[config.mk]
export PLATFORM = sky130hd
export DESIGN_NAME = lifo_stack_engine_core_flat
export DESIGN_NICKNAME = d
export VERILOG_FILES = /design/src/rtl/lse_pkg.sv /design/src/rtl/lse_channels.sv /design/src/rtl/lifo_stack_engine_core.sv /design/src/rtl/lse_ctrl.sv /design/src/rtl/lse_datapath.sv /design/src/flat_wrapper.sv
export SDC_FILE = /design/constraint.sdc
export NUM_CORES = 2
export LEC_CHECK = 0
export BUFFER_PORTS_ARGS = -buffer_cell sky130_fd_sc_hd__buf_4
export CORE_MARGIN = 2
export CORE_UTILIZATION = 30
export CTS_CLUSTER_SIZE = 16
export DETAILED_ROUTE_END_ITERATION = 8
export PLACE_DENSITY_LB_ADDON = 0.1
export SYNTH_ARGS = -nofsm -noshare
export SYNTH_HDL_FRONTEND = slang
export SYNTH_SLANG_ARGS = --single-unit
[constraint.sdc]
create_clock -name clock -period 11.65 [get_ports clock]
set_input_delay 0.5825 -clock clock [delete_from_list [all_inputs] [get_ports clock]]
set_output_delay 0.5825 -clock clock [all_outputs]
set_load 0.02 [all_outputs]
[src/rtl/lse_pkg.sv]
package lse_pkg;

   localparam int WORD_W = 32;
   localparam int OP_W   = 2;
   localparam int ST_W   = 2;

   typedef enum logic [OP_W-1:0] {
      OP_PUSH = 2'd0,
      OP_POP  = 2'd1,
      OP_PEEK = 2'd2,
      OP_VIEW = 2'd3
   } op_type;

   typedef enum logic [ST_W-1:0] {
      ST_OK    = 2'd0,
      ST_FULL  = 2'd1,
      ST_EMPTY = 2'd2
   } status_type;

   typedef enum logic [1:0] {
      SEL_PUSH_OK = 2'd0,
      SEL_FULL    = 2'd1,
      SEL_EMPTY   = 2'd2,
      SEL_WORD    = 2'd3
   } out_sel_type;

   typedef struct packed {
      logic        push_wr;
      logic        pop_dec;
      logic        read_top;
      logic        read_next;
      logic        load_out;
      out_sel_type out_sel;
      logic        out_last;
   } dp_cmd_type;

   typedef struct packed {
      logic empty;
      logic full;
      logic ptr_zero;
      logic out_free;
   } dp_stat_type;

endpackage

[src/rtl/lse_channels.sv]
interface lse_req_if import lse_pkg::*; ();
   logic                     valid;
   logic                     ready;
   logic [OP_W-1:0]          opcode;
   logic signed [WORD_W-1:0] push_value;

   modport source (output valid, output opcode, output push_value, input ready);
   modport sink   (input valid, input opcode, input push_value, output ready);
endinterface

interface lse_rsp_if import lse_pkg::*; ();
   logic                     valid;
   logic                     ready;
   logic signed [WORD_W-1:0] data_word;
   logic [ST_W-1:0]          status;
   logic                     empty_flag;
   logic                     full_flag;
   logic                     last_result;

   modport source (output valid, output data_word, output status, output empty_flag,
                   output full_flag, output last_result, input ready);
   modport sink   (input valid, input data_word, input status, input empty_flag,
                   input full_flag, input last_result, output ready);
endinterface

[src/rtl/lifo_stack_engine_core.sv]
// Channel   Dir  Handshake        Payload
// req_chan  in   valid / ready    opcode[1:0], push_value[31:0] signed
// rsp_chan  out  valid / ready    data_word[31:0] signed, status[1:0], empty_flag,
//                                 full_flag, last_result
//
// Push and any rejected operation: result registered on acceptance, valid in the next cycle.
// Pop, peek, view: the top word is first read into a registered memory output, then
// one result per cycle while rsp_chan takes them, paced by the single memory read port.
// Synchronous active-high reset clears the fill count and control; no clearing pass.
// rsp backpressure holds the output register and stalls the view walk; req_chan
// ready drops while a pop, peek or view transaction or an untaken result is in flight.
module lifo_stack_engine_core import lse_pkg::*; #(
   parameter int DEPTH = 64
) (
   input logic       clock,
   input logic       reset,
   lse_req_if.sink   req_chan,
   lse_rsp_if.source rsp_chan
);

   dp_cmd_type  cmd;
   dp_stat_type stat;
   logic        req_ready;

   assign req_chan.ready = req_ready;

   lse_ctrl u_ctrl (
      .clock      (clock),
      .reset      (reset),
      .req_valid  (req_chan.valid),
      .req_opcode (op_type'(req_chan.opcode)),
      .req_ready  (req_ready),
      .stat       (stat),
      .cmd        (cmd)
   );

   lse_datapath #(
      .DEPTH (DEPTH)
   ) u_datapath (
      .clock           (clock),
      .reset           (reset),
      .push_value      (req_chan.push_value),
      .cmd             (cmd),
      .stat            (stat),
      .rsp_valid       (rsp_chan.valid),
      .rsp_ready       (rsp_chan.ready),
      .rsp_data_word   (rsp_chan.data_word),
      .rsp_status      (rsp_chan.status),
      .rsp_empty_flag  (rsp_chan.empty_flag),
      .rsp_full_flag   (rsp_chan.full_flag),
      .rsp_last_result (rsp_chan.last_result)
   );

endmodule

[src/rtl/lse_ctrl.sv]
module lse_ctrl import lse_pkg::*; (
   input  logic        clock,
   input  logic        reset,
   input  logic        req_valid,
   input  op_type      req_opcode,
   output logic        req_ready,
   input  dp_stat_type stat,
   output dp_cmd_type  cmd
);

   typedef enum logic [1:0] {
      S_IDLE = 2'b01,
      S_EMIT = 2'b10
   } state_type;

   state_type state_ff, state_in;
   logic      view_ff, view_in;
   logic      accept;

   assign accept = req_valid && req_ready;

   always_comb begin
      state_in     = state_ff;
      view_in      = view_ff;
      req_ready    = 1'b0;
      cmd          = '0;
      cmd.out_sel  = SEL_PUSH_OK;
      unique case (state_ff)
         S_IDLE: begin
            req_ready = stat.out_free;
            if (req_valid && stat.out_free) begin
               cmd.out_last = 1'b1;
               unique case (req_opcode)
                  OP_PUSH: begin
                     cmd.load_out = 1'b1;
                     if (stat.full) begin
                        cmd.out_sel = SEL_FULL;
                     end else begin
                        cmd.push_wr = 1'b1;
                        cmd.out_sel = SEL_PUSH_OK;
                     end
                  end
                  OP_POP, OP_PEEK, OP_VIEW: begin
                     if (stat.empty) begin
                        cmd.load_out = 1'b1;
                        cmd.out_sel  = SEL_EMPTY;
                     end else begin
                        cmd.read_top = 1'b1;
                        cmd.pop_dec  = (req_opcode == OP_POP);
                        view_in      = (req_opcode == OP_VIEW);
                        state_in     = S_EMIT;
                     end
                  end
               endcase
            end
         end
         S_EMIT: begin
            if (stat.out_free) begin
               cmd.load_out = 1'b1;
               cmd.out_sel  = SEL_WORD;
               cmd.out_last = !view_ff || stat.ptr_zero;
               if (cmd.out_last) begin
                  state_in = S_IDLE;
               end else begin
                  cmd.read_next = 1'b1;
               end
            end
         end
         default: begin
            state_in = S_IDLE;
         end
      endcase
   end

   always_ff @(posedge clock) begin
      if (reset) begin
         state_ff <= S_IDLE;
         view_ff  <= 1'b0;
      end else begin
         state_ff <= state_in;
         view_ff  <= view_in;
      end
   end

   // a result without a memory read never leaves the idle state
   a_emit_follows_read: assert property (@(posedge clock) disable iff (reset)
      cmd.read_top |=> state_ff == S_EMIT)
      else $error("read of top word not followed by emit");

   a_accept_only_idle: assert property (@(posedge clock) disable iff (reset)
      accept |-> state_ff == S_IDLE && stat.out_free)
      else $error("transaction accepted while busy");

   a_no_ready_in_emit: assert property (@(posedge clock) disable iff (reset)
      state_ff == S_EMIT |-> !req_ready)
      else $error("input ready during result walk");

endmodule

[src/rtl/lse_datapath.sv]
module lse_datapath import lse_pkg::*; #(
   parameter int DEPTH = 64
) (
   input  logic                     clock,
   input  logic                     reset,
   input  logic signed [WORD_W-1:0] push_value,
   input  dp_cmd_type               cmd,
   output dp_stat_type              stat,
   output logic                     rsp_valid,
   input  logic                     rsp_ready,
   output logic signed [WORD_W-1:0] rsp_data_word,
   output logic [ST_W-1:0]          rsp_status,
   output logic                     rsp_empty_flag,
   output logic                     rsp_full_flag,
   output logic                     rsp_last_result
);

   localparam int CNT_W = $clog2(DEPTH + 1);
   localparam int IDX_W = (DEPTH > 1) ? $clog2(DEPTH) : 1;

   logic [WORD_W-1:0] mem [DEPTH];

   logic [CNT_W-1:0]  count_ff, count_in;
   logic [IDX_W-1:0]  ptr_ff, ptr_in;
   logic [IDX_W-1:0]  top_idx, rd_addr;
   logic [WORD_W-1:0] rdata_ff;
   logic              rd_en;

   logic                     out_valid_ff, out_valid_in;
   logic signed [WORD_W-1:0] out_data_ff, out_data_in;
   status_type               out_status_ff, out_status_in;
   logic                     out_empty_ff, out_full_ff, out_last_ff;

   assign top_idx = IDX_W'(count_ff - CNT_W'(1));
   assign rd_en   = cmd.read_top || cmd.read_next;
   assign rd_addr = cmd.read_top ? top_idx : ptr_ff - IDX_W'(1);

   always_comb begin
      count_in = count_ff;
      if (cmd.push_wr) begin
         count_in = count_ff + CNT_W'(1);
      end else if (cmd.pop_dec) begin
         count_in = count_ff - CNT_W'(1);
      end
      ptr_in = rd_en ? rd_addr : ptr_ff;
   end

   always_ff @(posedge clock) begin
      if (cmd.push_wr) begin
         mem[IDX_W'(count_ff)] <= push_value;
      end
      if (rd_en) begin
         rdata_ff <= mem[rd_addr];
      end
   end

   always_comb begin
      out_data_in   = '0;
      out_status_in = ST_OK;
      unique case (cmd.out_sel)
         SEL_PUSH_OK: out_status_in = ST_OK;
         SEL_FULL:    out_status_in = ST_FULL;
         SEL_EMPTY:   out_status_in = ST_EMPTY;
         SEL_WORD:    out_data_in   = rdata_ff;
         default:     out_status_in = ST_OK;
      endcase
      out_valid_in = out_valid_ff && !rsp_ready;
      if (cmd.load_out) begin
         out_valid_in = 1'b1;
      end
   end

   always_ff @(posedge clock) begin
      if (reset) begin
         count_ff     <= '0;
         ptr_ff       <= '0;
         out_valid_ff <= 1'b0;
      end else begin
         count_ff     <= count_in;
         ptr_ff       <= ptr_in;
         out_valid_ff <= out_valid_in;
      end
   end

   always_ff @(posedge clock) begin
      if (cmd.load_out) begin
         out_data_ff   <= out_data_in;
         out_status_ff <= out_status_in;
         out_empty_ff  <= (count_in == '0);
         out_full_ff   <= (count_in == CNT_W'(DEPTH));
         out_last_ff   <= cmd.out_last;
      end
   end

   assign stat.empty    = (count_ff == '0);
   assign stat.full     = (count_ff == CNT_W'(DEPTH));
   assign stat.ptr_zero = (ptr_ff == '0);
   assign stat.out_free = !out_valid_ff || rsp_ready;

   assign rsp_valid       = out_valid_ff;
   assign rsp_data_word   = out_data_ff;
   assign rsp_status      = out_status_ff;
   assign rsp_empty_flag  = out_empty_ff;
   assign rsp_full_flag   = out_full_ff;
   assign rsp_last_result = out_last_ff;

   a_count_in_range: assert property (@(posedge clock) disable iff (reset)
      count_ff <= CNT_W'(DEPTH))
      else $error("fill count beyond depth");

   a_no_write_when_full: assert property (@(posedge clock) disable iff (reset)
      cmd.push_wr |-> count_ff < CNT_W'(DEPTH))
      else $error("write into full stack");

   a_walk_stays_in_range: assert property (@(posedge clock) disable iff (reset)
      cmd.read_next |-> !stat.ptr_zero && !cmd.read_top)
      else $error("view walk below bottom entry");

   a_no_overwrite: assert property (@(posedge clock) disable iff (reset)
      cmd.load_out |-> stat.out_free)
      else $error("pending result overwritten");

endmodule
[src/flat_wrapper.sv]
// flat-port wrapper written by rule: the top's interface ports become plain ports
module lifo_stack_engine_core_flat import lse_pkg::*;
#(
   parameter int DEPTH = 64
)
  (clock, reset, req_chan_valid, req_chan_opcode, req_chan_push_value, req_chan_ready, rsp_chan_valid, rsp_chan_data_word, rsp_chan_status, rsp_chan_empty_flag, rsp_chan_full_flag, rsp_chan_last_result, rsp_chan_ready);
  lse_req_if req_chan_i ();
  lse_rsp_if rsp_chan_i ();
  input logic clock;
  input logic reset;
  input wire logic [$bits(req_chan_i.valid)-1:0] req_chan_valid;
  input wire logic [$bits(req_chan_i.opcode)-1:0] req_chan_opcode;
  input wire logic [$bits(req_chan_i.push_value)-1:0] req_chan_push_value;
  output wire logic [$bits(req_chan_i.ready)-1:0] req_chan_ready;
  output wire logic [$bits(rsp_chan_i.valid)-1:0] rsp_chan_valid;
  output wire logic [$bits(rsp_chan_i.data_word)-1:0] rsp_chan_data_word;
  output wire logic [$bits(rsp_chan_i.status)-1:0] rsp_chan_status;
  output wire logic [$bits(rsp_chan_i.empty_flag)-1:0] rsp_chan_empty_flag;
  output wire logic [$bits(rsp_chan_i.full_flag)-1:0] rsp_chan_full_flag;
  output wire logic [$bits(rsp_chan_i.last_result)-1:0] rsp_chan_last_result;
  input wire logic [$bits(rsp_chan_i.ready)-1:0] rsp_chan_ready;
  assign req_chan_i.valid = req_chan_valid;
  assign req_chan_i.opcode = req_chan_opcode;
  assign req_chan_i.push_value = req_chan_push_value;
  assign req_chan_ready = req_chan_i.ready;
  assign rsp_chan_valid = rsp_chan_i.valid;
  assign rsp_chan_data_word = rsp_chan_i.data_word;
  assign rsp_chan_status = rsp_chan_i.status;
  assign rsp_chan_empty_flag = rsp_chan_i.empty_flag;
  assign rsp_chan_full_flag = rsp_chan_i.full_flag;
  assign rsp_chan_last_result = rsp_chan_i.last_result;
  assign rsp_chan_i.ready = rsp_chan_ready;
  lifo_stack_engine_core #(.DEPTH(DEPTH)) u_core (.clock(clock), .reset(reset), .req_chan(req_chan_i), .rsp_chan(rsp_chan_i));
endmodule
==> impl_table.tex <==
\begin{tabular}{lr}
\hline
Metric & Value \\
\hline
\multicolumn{2}{l}{\textbf{Floorplan}} \\
I/O pin count & between 70 and 80 \\
Floorplan core area & roughly 280000 um\^{}2 \\
\# rows & $\sim$190 \\
Starting density of the core & 0.301 \\
Chip height & 531 um \\
Area enclosed by the die boundary & around 280000 um\^{}2 \\
Horiz. Die Dim & 531 um \\
\multicolumn{2}{l}{\textbf{Power}} \\
Power per standard cell area & between 200 and 250 nW/um\^{}2 \\
VDD IR max & roughly 0.14 mV \\
Leakage & 0.0312 uW \\
\multicolumn{2}{l}{\textbf{Clocking}} \\
Clk\_lat worst skew & about 0.92 ns \\
PostCTS Resize Cnt & 0 \\
Maximum clock path buffer count & 4 \\
H-tree levels & 4 \\
Clock net sink count & 2134 \\
Library cell used as clock root buffer & clkbuf\_16 \\
Total clock buffers created by CTS & between 200 and 250 \\
Clock tree from TritonCTS & done \\
CTS clk-pin slew, worst paths & around 0.060 ns \\
\multicolumn{2}{l}{\textbf{Timing}} \\
Final Hold Violating Endpoints & 0 \\
Tightest slew margin relative to the limit & 0.0299 \\
Total of endpoints with negative setup slack in the final report & 0 \\
RSZ-0062 raised after global routing & false \\
Final hold slack & between 0.1 and 0.15 ns \\
Worst Slack Setup Final & approximately 5.4 ns \\
Setup tns final & 0 ns \\
Achievable Freq & roughly 160 MHz \\
Post-route clock skew & 0.0687 ns \\
Final count of pins violating max slew & 0 \\
Slew of the pin with the lowest slew margin & about 1.5 ns \\
Clock period minus worst slack & around 6.2 ns \\
Post-route clock period utilization & 0.533 \\
\multicolumn{2}{l}{\textbf{Cells and area}} \\
Layout-stage area growth over the synthesis result & 15.3\% \\
Most common cell after layout, fill and taps aside & edfxtp\_1 \\
Number of filler instances in the final layout & 26900 \\
Highest-count cells in the layout ignoring fill and taps & edfxtp\_1 (2117), nand2\_1 (1913), nand3\_1 (1095) \\
\# nets final & roughly 6400 \\
Post-layout utilization of the core & 0.348 \\
Final standard cell count with taps included and fillers excluded & $\sim$10000 \\
Share of cells above drive strength 1 & 0.0943 \\
\multicolumn{2}{l}{\textbf{Flow run}} \\
Max-cap violation count & 0 \\
\multicolumn{2}{l}{\textbf{Placed design}} \\
Worst setup slack before clock tree synthesis & $\sim$5.4 ns \\
Global placer's final weighted congestion & between 0.7 and 0.8 \\
HPWL after detailed placement & between 150 and 200 mm \\
DP Cell Count & 9831 \\
Number of buffers inserted by port buffering & 76 \\
\multicolumn{2}{l}{\textbf{Global routing}} \\
Largest net degree at the start of global routing & roughly 160 \\
Tot GR Track Use & 0.220 \\
Number of global-route vias before repair & around 51000 \\
Wire length of the first global-routing pass & between 400 and 500 mm \\
Total congestion overflow & 0 \\
Antenna violations before repair & 31 \\
\multicolumn{2}{l}{\textbf{Synth}} \\
XOR/XNOR share of the synthesized area & 0.00126 \\
Share of synthesized cell area in full adder, half adder and majority cells & 0.000901 \\
Yosys cell types & 58 \\
Register bit total from synthesis & roughly 2100 \\
Yosys synthesis warning count & 0 \\
Register area share after synthesis & 0.767 \\
Number of enable flip-flop cells after synthesis & approximately 2100 \\
Main combinational cell family by area after synthesis & simple AND/OR/NAND/NOR gates \\
Gate count after technology mapping & between 6000 and 7000 \\
Share of cell area taken by muxes after synthesis & 0.00779 \\
Total nets after synthesis & between 6000 and 7000 \\
Synth Area in Compound Gates & 0.0283 \\
Async set-or-reset flop fraction in the synthesized netlist & 0 \\
Avg Synthesized Cell Area & between 10 and 15 um\^{}2 \\
Post-Syn Area & $\sim$83000 um\^{}2 \\
Post-Synth Simple-Gate Area & 0.175 \\
Most frequently used flop master after synthesis & edfxtp\_1 \\
\multicolumn{2}{l}{\textbf{Routing}} \\
Drt pass-1 iters & 5 \\
Wire length reported by the detailed router & approximately 320 mm \\
Overall via count from detail\_route & 53500 \\
Iter 0 DRT Violations & around 6300 \\
Via-to-Cell Ratio & approximately 5.2 \\
Drt wl/cell & roughly 31 um \\
Residual DRC & 0 \\
Antenna-violating nets left & 0 \\
\multicolumn{2}{l}{\textbf{Setup path}} \\
Worst flop-to-flop path endpoint & u\_core.u\_datapath.rdata\_ff[0] \\
Worst R2R Setup Slack & between 5 and 6 ns \\
Crit path max fanout & 36 \\
Worst path required time & about 12 ns \\
CP Data Arrival Time & between 6 and 7 ns \\
Critical R2R Launch & u\_core.u\_datapath.count\_ff[0] \\
Kind of critical path & flip-flop to flip-flop \\
Cell count of the worst reg-to-reg path & 11 \\
Sort of element at the end of the critical path & flip-flop \\
Sort of element at the start of the critical path & flip-flop \\
\multicolumn{2}{l}{\textbf{Status}} \\
Result of the run & finished, final reports clean \\
\multicolumn{2}{l}{\textbf{Hold path}} \\
Hold\_sp & rsp\_chan\_ready \\
Worst Hold End & u\_core.u\_datapath.rsp\_valid \\
Hold Crit Depth & 4 \\
Classification of the worst-slack hold path & input pin to flip-flop \\
\hline
\end{tabular}
cell type report:
cell class                 instances  area [um^2]  area share
sequential                      2134        63900       0.665
multi-input combinational       3768        18400       0.191
clock buffer                     300         6320      0.0657
tap                             3705         4640      0.0482
timing repair buffer             219         1830      0.0190
clock inverter                   134         1010      0.0105
inverter                          10         37.5    0.000390
antenna                            7         17.5    0.000182
critical path, cell delays in order (launching register included):
cell      delay, ns
dfxtp_1        0.65
inv_1          0.27
ha_1           0.33
nor4b_2        0.20
a2111o_1       0.78
mux2_2         0.59
nor2_4         0.60
buf_4          0.76
buf_4          0.75
nand3_1        0.22
a31oi_1        0.57
or4_1          0.19
state kept, by name, indices dropped and copies added, names as in the netlist:
| register | count |
|---|---|
| u_core.u_datapath.rsp_data_word | 32 |
| u_core.u_datapath.rsp_full_flag | 1 |
| u_core.u_datapath.count_ff | 7 |
| u_core.u_datapath.rsp_empty_flag | 1 |
| u_core.u_datapath.rsp_valid | 1 |
| u_core.u_datapath.mem | 2048 |
| u_core.u_datapath.rsp_last_result | 1 |
| u_core.u_datapath.rdata_ff | 32 |
| u_core.u_datapath.ptr_ff | 6 |
| u_core.u_ctrl.state_ff | 2 |
| u_core.u_datapath.rsp_status | 2 |
| u_core.u_ctrl.view_ff | 1 |
layer usage:
metal | up-vias | track usage | part of all wire
li1 | 23300 | - | -
met1 | 28000 | 0.318 | 0.46
met2 | 1815 | 0.351 | 0.46
met3 | 353 | 0.0299 | 0.060
met4 | 2 | 0.0464 | 0.019
met5 | - | 0 | 0.000041
through the flow:
stage / area [um^2] / power, uW
floorplan: 83300 / 11100
global placement: 88700 / 13100
detailed placement: 88700 / 13100
CTS: 96100 / 20400
global route: 96100 / 20900
finish: 96100 / 20200
cells by family after synthesis:
family | after synthesis
AO/OA/AOI/OAI | 348
XOR/XNOR | 12
adder cells (fa/ha/maj) | 6
buffers and inverters | 414
flip-flops | 2134
multiplexers | 62
AND/OR/NAND/NOR | 3340
worst max-delay path by stage:
stage | startpoint | endpoint | slack [ns] | cells after the start
2_1_floorplan | u_core.u_datapath.count_ff[1] | u_core.u_datapath.rsp_data_word[0] | 7.79 | 7
3_3_place_gp | u_core.u_datapath.count_ff[0] | u_core.u_datapath.rdata_ff[26] | 5.48 | 13
3_5_place_dp | u_core.u_datapath.count_ff[0] | u_core.u_datapath.rdata_ff[26] | 5.42 | 13
4_1_cts | u_core.u_datapath.count_ff[0] | u_core.u_datapath.rdata_ff[26] | 5.40 | 13
5_1_grt | u_core.u_datapath.count_ff[0] | u_core.u_datapath.rdata_ff[26] | 5.10 | 13
6_report | u_core.u_datapath.count_ff[0] | u_core.u_datapath.rdata_ff[0] | 5.44 | 11
where the power goes:
part | internal (uW) | switching [uW]
logic | 1030 | 3240
clock network | 4120 | 3150
registers | 8610 | 50.1
total | 13800 | 6440
Yosys cell counts (2+ instances only):
library cell,n,area share
or4_1,27,0.0024
nor3b_1,2,0.00018
xnor2_1,6,0.00063
a22o_1,2,0.00021
nand3b_1,3,0.00027
o22ai_1,12,0.00090
buf_2,85,0.0051
buf_1,42,0.0019
a21oi_1,9,0.00054
o21ai_0,26,0.0016
nor4_2,2,0.00030
and4_1,7,0.00074
o211ai_1,12,0.0011
a32oi_1,38,0.0040
nand2_1,1915,0.086
or3_1,7,0.00053
mux2i_4,2,0.00054
mux2i_1,57,0.0068
a311oi_1,12,0.0013
nand4_1,120,0.0090
nand3_1,1095,0.066
nor2_1,101,0.0045
nor3_1,5,0.00030
edfxtp_1,2117,0.76
a21o_1,2,0.00018
ha_1,6,0.00090
a31oi_1,221,0.017
buf_4,4,0.00036
clkbuf_1,272,0.012
mux2_2,3,0.00041
inv_1,10,0.00045
xor2_1,6,0.00063
dfxtp_1,17,0.0041
and2_1,34,0.0026
nor2b_1,5,0.00038
a22oi_1,2,0.00018
or2_2,2,0.00015
nand2b_1,8,0.00060
timing repair:
| action | CTS | global route |
|---|---|---|
| hold buffers | 4 | 0 |
| endpoints found under the hold margin | 16 | 0 |
| buffers inserted | 0 | 0 |
No activity file was read; power rests on OpenSTA's default activity.
